<file path="src/dlc_pkg.sv">
// ----------------------------------------------------------------------------
// dlc_pkg: shared types and constants for the signed decimal list checker
// Field widths, action and status codes, character codes and the token that
// walks the compare chain.
// ----------------------------------------------------------------------------
`default_nettype none

package dlc_pkg;

  localparam int VAL_W  = 32;
  localparam int CH_W   = 8;
  localparam int ACT_W  = 2;
  localparam int STAT_W = 3;
  localparam int POS_W  = 9;

  localparam int MAX_VALUES_DEF = 512;

  localparam logic [POS_W-1:0] POS_MAX = 9'd511;

  // action codes
  localparam logic [ACT_W-1:0] ACT_CHAR  = 2'd0;
  localparam logic [ACT_W-1:0] ACT_END   = 2'd1;
  localparam logic [ACT_W-1:0] ACT_CLEAR = 2'd2;

  // status codes
  localparam logic [STAT_W-1:0] STAT_OK    = 3'd0;
  localparam logic [STAT_W-1:0] STAT_NAN   = 3'd1;
  localparam logic [STAT_W-1:0] STAT_RANGE = 3'd2;
  localparam logic [STAT_W-1:0] STAT_DUP   = 3'd3;
  localparam logic [STAT_W-1:0] STAT_FULL  = 3'd4;

  // character codes
  localparam logic [CH_W-1:0] CH_SPACE = 8'h20;
  localparam logic [CH_W-1:0] CH_PLUS  = 8'h2B;
  localparam logic [CH_W-1:0] CH_MINUS = 8'h2D;
  localparam logic [CH_W-1:0] CH_ZERO  = 8'h30;
  localparam logic [CH_W-1:0] CH_NINE  = 8'h39;

  localparam logic [VAL_W-1:0] LIMIT_POS = 32'h7FFF_FFFF;
  localparam logic [VAL_W-1:0] LIMIT_NEG = 32'h8000_0000;

  // parse state of the current argument
  typedef struct packed {
    logic             bad;
    logic             ovf;
    logic [VAL_W-1:0] value;
  } dlc_scan_t;

  // query token handed from cell to cell
  typedef struct packed {
    logic             vld;
    logic             dup;
    logic [VAL_W-1:0] value;
  } dlc_tok_t;

endpackage

`default_nettype wire

</file>
<file path="src/dlc_parser.sv">
// ----------------------------------------------------------------------------
// dlc_parser: character scanner for one argument
// Skips leading spaces, takes one sign, then accumulates decimal digits with
// saturation and flags bad text and range overflow.
// ----------------------------------------------------------------------------
`default_nettype none

module dlc_parser
  import dlc_pkg::*;
(
  input  wire logic            clk,
  input  wire logic            rst_n,
  input  wire logic            char_en,
  input  wire logic            clear_en,
  input  wire logic [CH_W-1:0] ch,
  output dlc_scan_t            scan_o
);

  typedef enum logic [1:0] {
    PH_SPACES,
    PH_SIGN,
    PH_DIGITS
  } phase_t;

  phase_t           phase_r, phase_nxt;
  logic             neg_r, neg_nxt;
  logic [VAL_W-1:0] mag_r, mag_nxt;
  logic             bad_r, bad_nxt;
  logic             ovf_r, ovf_nxt;

  logic             is_digit;
  logic [3:0]       ch_off;
  logic [VAL_W+3:0] mag_x10;
  logic [VAL_W-1:0] mag_sat;
  logic [VAL_W-1:0] limit;

  always_comb begin
    is_digit = (ch >= CH_ZERO) && (ch <= CH_NINE);
    ch_off   = 4'(ch - CH_ZERO);
    mag_x10  = ({4'b0, mag_r} << 3) + ({4'b0, mag_r} << 1) + {32'b0, ch_off};
    mag_sat  = (mag_x10[VAL_W+3:VAL_W] != 4'b0) ? {VAL_W{1'b1}} : mag_x10[VAL_W-1:0];
    limit    = neg_r ? LIMIT_NEG : LIMIT_POS;

    phase_nxt = phase_r;
    neg_nxt   = neg_r;
    mag_nxt   = mag_r;
    bad_nxt   = bad_r;
    ovf_nxt   = ovf_r;

    if (clear_en) begin
      phase_nxt = PH_SPACES;
      neg_nxt   = 1'b0;
      mag_nxt   = '0;
      bad_nxt   = 1'b0;
      ovf_nxt   = 1'b0;
    end else if (char_en && !bad_r) begin
      if (phase_r == PH_SPACES && ch == CH_SPACE) begin
        // drop leading space
      end else if (phase_r == PH_SPACES && (ch == CH_PLUS || ch == CH_MINUS)) begin
        neg_nxt   = (ch == CH_MINUS);
        phase_nxt = PH_SIGN;
      end else if (!is_digit) begin
        bad_nxt = 1'b1;
      end else begin
        phase_nxt = PH_DIGITS;
        mag_nxt   = mag_sat;
        if (mag_sat > limit) begin
          ovf_nxt = 1'b1;
        end
      end
    end
  end

  always_ff @(posedge clk) begin
    if (!rst_n) begin
      phase_r <= PH_SPACES;
      neg_r   <= 1'b0;
      mag_r   <= '0;
      bad_r   <= 1'b0;
      ovf_r   <= 1'b0;
    end else begin
      phase_r <= phase_nxt;
      neg_r   <= neg_nxt;
      mag_r   <= mag_nxt;
      bad_r   <= bad_nxt;
      ovf_r   <= ovf_nxt;
    end
  end

  assign scan_o.bad   = bad_r;
  assign scan_o.ovf   = ovf_r;
  assign scan_o.value = neg_r ? (32'd0 - mag_r) : mag_r;

endmodule

`default_nettype wire

</file>
<file path="config.mk">
export PLATFORM = sky130hd
export DESIGN_NAME = dlc_parser
export DESIGN_NICKNAME = d
export VERILOG_FILES = /design/src/dlc_pkg.sv /design/src/dlc_parser.sv
export SDC_FILE = /design/constraint.sdc
export NUM_CORES = 1
export LEC_CHECK = 0
export ABC_AREA = 1
export BUFFER_PORTS_ARGS = -buffer_cell sky130_fd_sc_hd__buf_2
export CAP_MARGIN = 20
export CORE_ASPECT_RATIO = 0.9
export CORE_MARGIN = 4
export CORE_UTILIZATION = 36
export CTS_CLUSTER_DIAMETER = 100
export DETAILED_ROUTE_END_ITERATION = 6
export PLACE_DENSITY = 0.58
export SLEW_MARGIN = 20
export SYNTH_ARGS = -nofsm -noshare
export SYNTH_HDL_FRONTEND = slang
export SYNTH_SLANG_ARGS = --single-unit
export TNS_END_PERCENT = 10
</file>
<file path="constraint.sdc">
create_clock -name clk -period 4.57 [get_ports clk]
set_input_delay 0.914 -clock clk [delete_from_list [all_inputs] [get_ports clk]]
set_output_delay 0.914 -clock clk [all_outputs]
set_load 0.05 [all_outputs]
</file>
==> impl_metrics.toml <==
[run_status]
status = "complete, no violations"

[placed_design]
dp_slack_ns = -0.09190
place_congestion = 0.9402
port_buffers = 45
dp_hpwl_um = 15370
placed_area_sq_um = 6892

[timing]
finalCritPeriodShare = 0.9481
setup_viol = 0
finalWorstSetupSlack_ns = 0.2370
hold_viol_final = 0
worst_pin_slew_ns = 0.8022
fmax_mhz = 230.8
slew-limit-headroom = 0.4652
finalMaxSlewViolations = 0
timing.final.crit_period_ns = 4.333
setup_tns_ns = 0
skew_ns = 0.006312

[floorplanning]
io_pins = 46
die_h_um = 131.0
row_count = 44
initial_utilization = 0.3712
coreArea_sq_um = 16300
fp.dieW_um = 144.6
dieArea_sq_um = 18940

[worst_setup_path]
required_ns = 4.75
cpMaxStageDelayCell = "fa_1"
path_max_fanout = 5
end_kind = "flip-flop"
critPathKind = "primary input to flip-flop"
cp_top_family = "simple AND/OR/NAND/NOR gates"
slowest_delay_ns = 0.53
path_buf_inv = 9
critPathArrivalTime_ns = 4.51
setup.worst_path.start_class = "primary input"
cpMostUsedCell = "nand2_1"

[clocking]
cts_sinks = 37
h-tree-depth = 2
cts_buffers = 5
holdBufCountCts = 0
cts_tree = "done"
path_clk_slew_ns = 0.06
clock_latency_ns = 0.29
root_buffer = "clkbuf_16"
clockBufferDepth = 2

[logic_synthesis]
seq_area_frac_synth = 0.1225
synth_most_common_cell = "nand2_1"
syn-num-nets = 1102
synth-seq-cells = 37
synth_ff_type = "dfxtp_1"
yosys_warnings = 0
avgSynthCellArea_sq_um = 6.097
synthTopCellsByCount = "266 x nand2_1, 153 x inv_1, 139 x nor2_1"
synthTopCellsByArea = "ha_1 20%, nand2_1 17%, dfxtp_1 12%"
netlist_area_sq_um = 6048
ys_async_sr_fraction = 0
synth_edf_count = 0
synth.distinct_cells = 38
synthesis.instances = 992
synth_top_area_cell = "ha_1"
synth_top_area_frac = 0.1986

[route]
routed_wl_um = 19440
dr.first_iter.drc_count = 454
drc = 0
first_pass_iters = 5
routed_via_density = 4.896
postRouteAntennaNets = 0
avgRoutedWirePerCell_um = 14.85
routed-via-count = 6409

[global_route]
grt-ovfl-total = 0
grt_start_max_net_pins = 36
grt_pass1_wl_um = 29650
grtUsageTotal = 0.1982
first_global_vias = 5618
antenna_found_initial = 0

[finish]
layout.nets = 1211
drive_above_1_share = 0.1933
antennaDiodeCount = 0
finalInstanceArea_sq_um = 7373
utilization = 0.4525
area_delta_synth_final_pct = 21.91

[power_and_ir_drop]
p_leak_nw = 4.599
vdd_drop_max_mv = 0.1219
power.density_nw_per_um2 = 106.9

[min_path]
hold_path.class = "flip-flop to flip-flop"

[run]
drv_cap = 0
per-stage QoR:
stage	hold slack [ns]	total power (W)	std cells
floorplan	0.4380	0.0003986	992
global placement	0.4616	0.0004411	1283
detailed placement	0.4620	0.0004414	1283
CTS	0.4718	0.0007856	1291
global route	0.4984	0.0008219	1309
finish	0.4700	0.0007883	1309
cells in the final DEF (no fill, tap or decap), types with 2 or more instances in the layout:
master / count
nand3_4: 2
inv_2: 5
o211ai_1: 2
xnor2_1: 22
nor3_1: 6
buf_6: 3
a21o_1: 2
buf_4: 68
nand2_1: 259
nor2_2: 6
nand2_2: 18
inv_1: 153
a31oi_1: 3
nand3_2: 34
nand3b_1: 3
or2_4: 2
buf_12: 5
ha_4: 5
o21bai_1: 5
xor2_1: 23
nand3_1: 36
o21ai_0: 51
a21oi_1: 41
clkbuf_16: 6
nor3_2: 2
ha_1: 90
nor2_4: 2
clkinv_2: 2
nor4_1: 6
nor2_1: 135
o21a_1: 3
dfxtp_1: 36
nand4_1: 5
buf_2: 45
metal layers:
layer,up-vias,wire (um),GRT usage
met2,162,8911,0.3212
met4,0,161,0.02030
met1,2853,9468,0.2909
li1,3380,-,-
met3,14,900,0.02584
met5,-,0,0
cell type report:
class	instances	area, sq um
inverter	158	593.1
multi-input combinational	776	4731
clock buffer	6	128.9
timing repair buffer	123	909.6
tap	207	259.0
clock inverter	2	10.01
sequential	37	742.0
fill	1766	8922
worst paths after layout:
kind | startpoint | end | slack (ns) | depth (start not counted)
setup / recovery | ch[3] | ovf_r | 0.24 | 31
hold / removal | phase_r[0] | phase_r[0] | 0.47 | 2
setup reg to reg | mag_r[18] | ovf_r | 0.27 | 28
hold reg to reg | phase_r[0] | phase_r[0] | 0.47 | 2
state kept, by name, summed over array words and instances (netlist names):
register and flops:
phase_r 2, ovf_r 1, mag_r 32, neg_r 1, bad_r 1
report_power, final:
group | switching (W) | total (W) | internal, W | leakage (nW)
sequential | 0.00000359 | 0.000328 | 0.000325 | 0.299
combinational | 0.0000654 | 0.000115 | 0.0000494 | 4.23
clock | 0.000145 | 0.000345 | 0.000201 | 0.0706
total | 0.000214 | 0.000788 | 0.000575 | 4.60
logic make-up after synthesis:
logic type	Yosys count	share of synthesized area
AND/OR/NAND/NOR	522	0.3873
buffers and inverters	179	0.1204
AO/OA/AOI/OAI	111	0.09950
adder cells (fa/ha/maj)	98	0.2052
XOR/XNOR	45	0.06516
flip-flops	37	0.1225
worst min-delay path, stage by stage, from the launching register on:
cell and delay [ns]:
dfxtp_1 0.31, nand2_1 0.06, a21oi_1 0.05
what timing repair did:
action	CTS	global route
buffers inserted	0	16
gates resized for setup	0	33
setup endpoints to repair	0	1
Note: power is estimated with default switching activity, not from simulation.
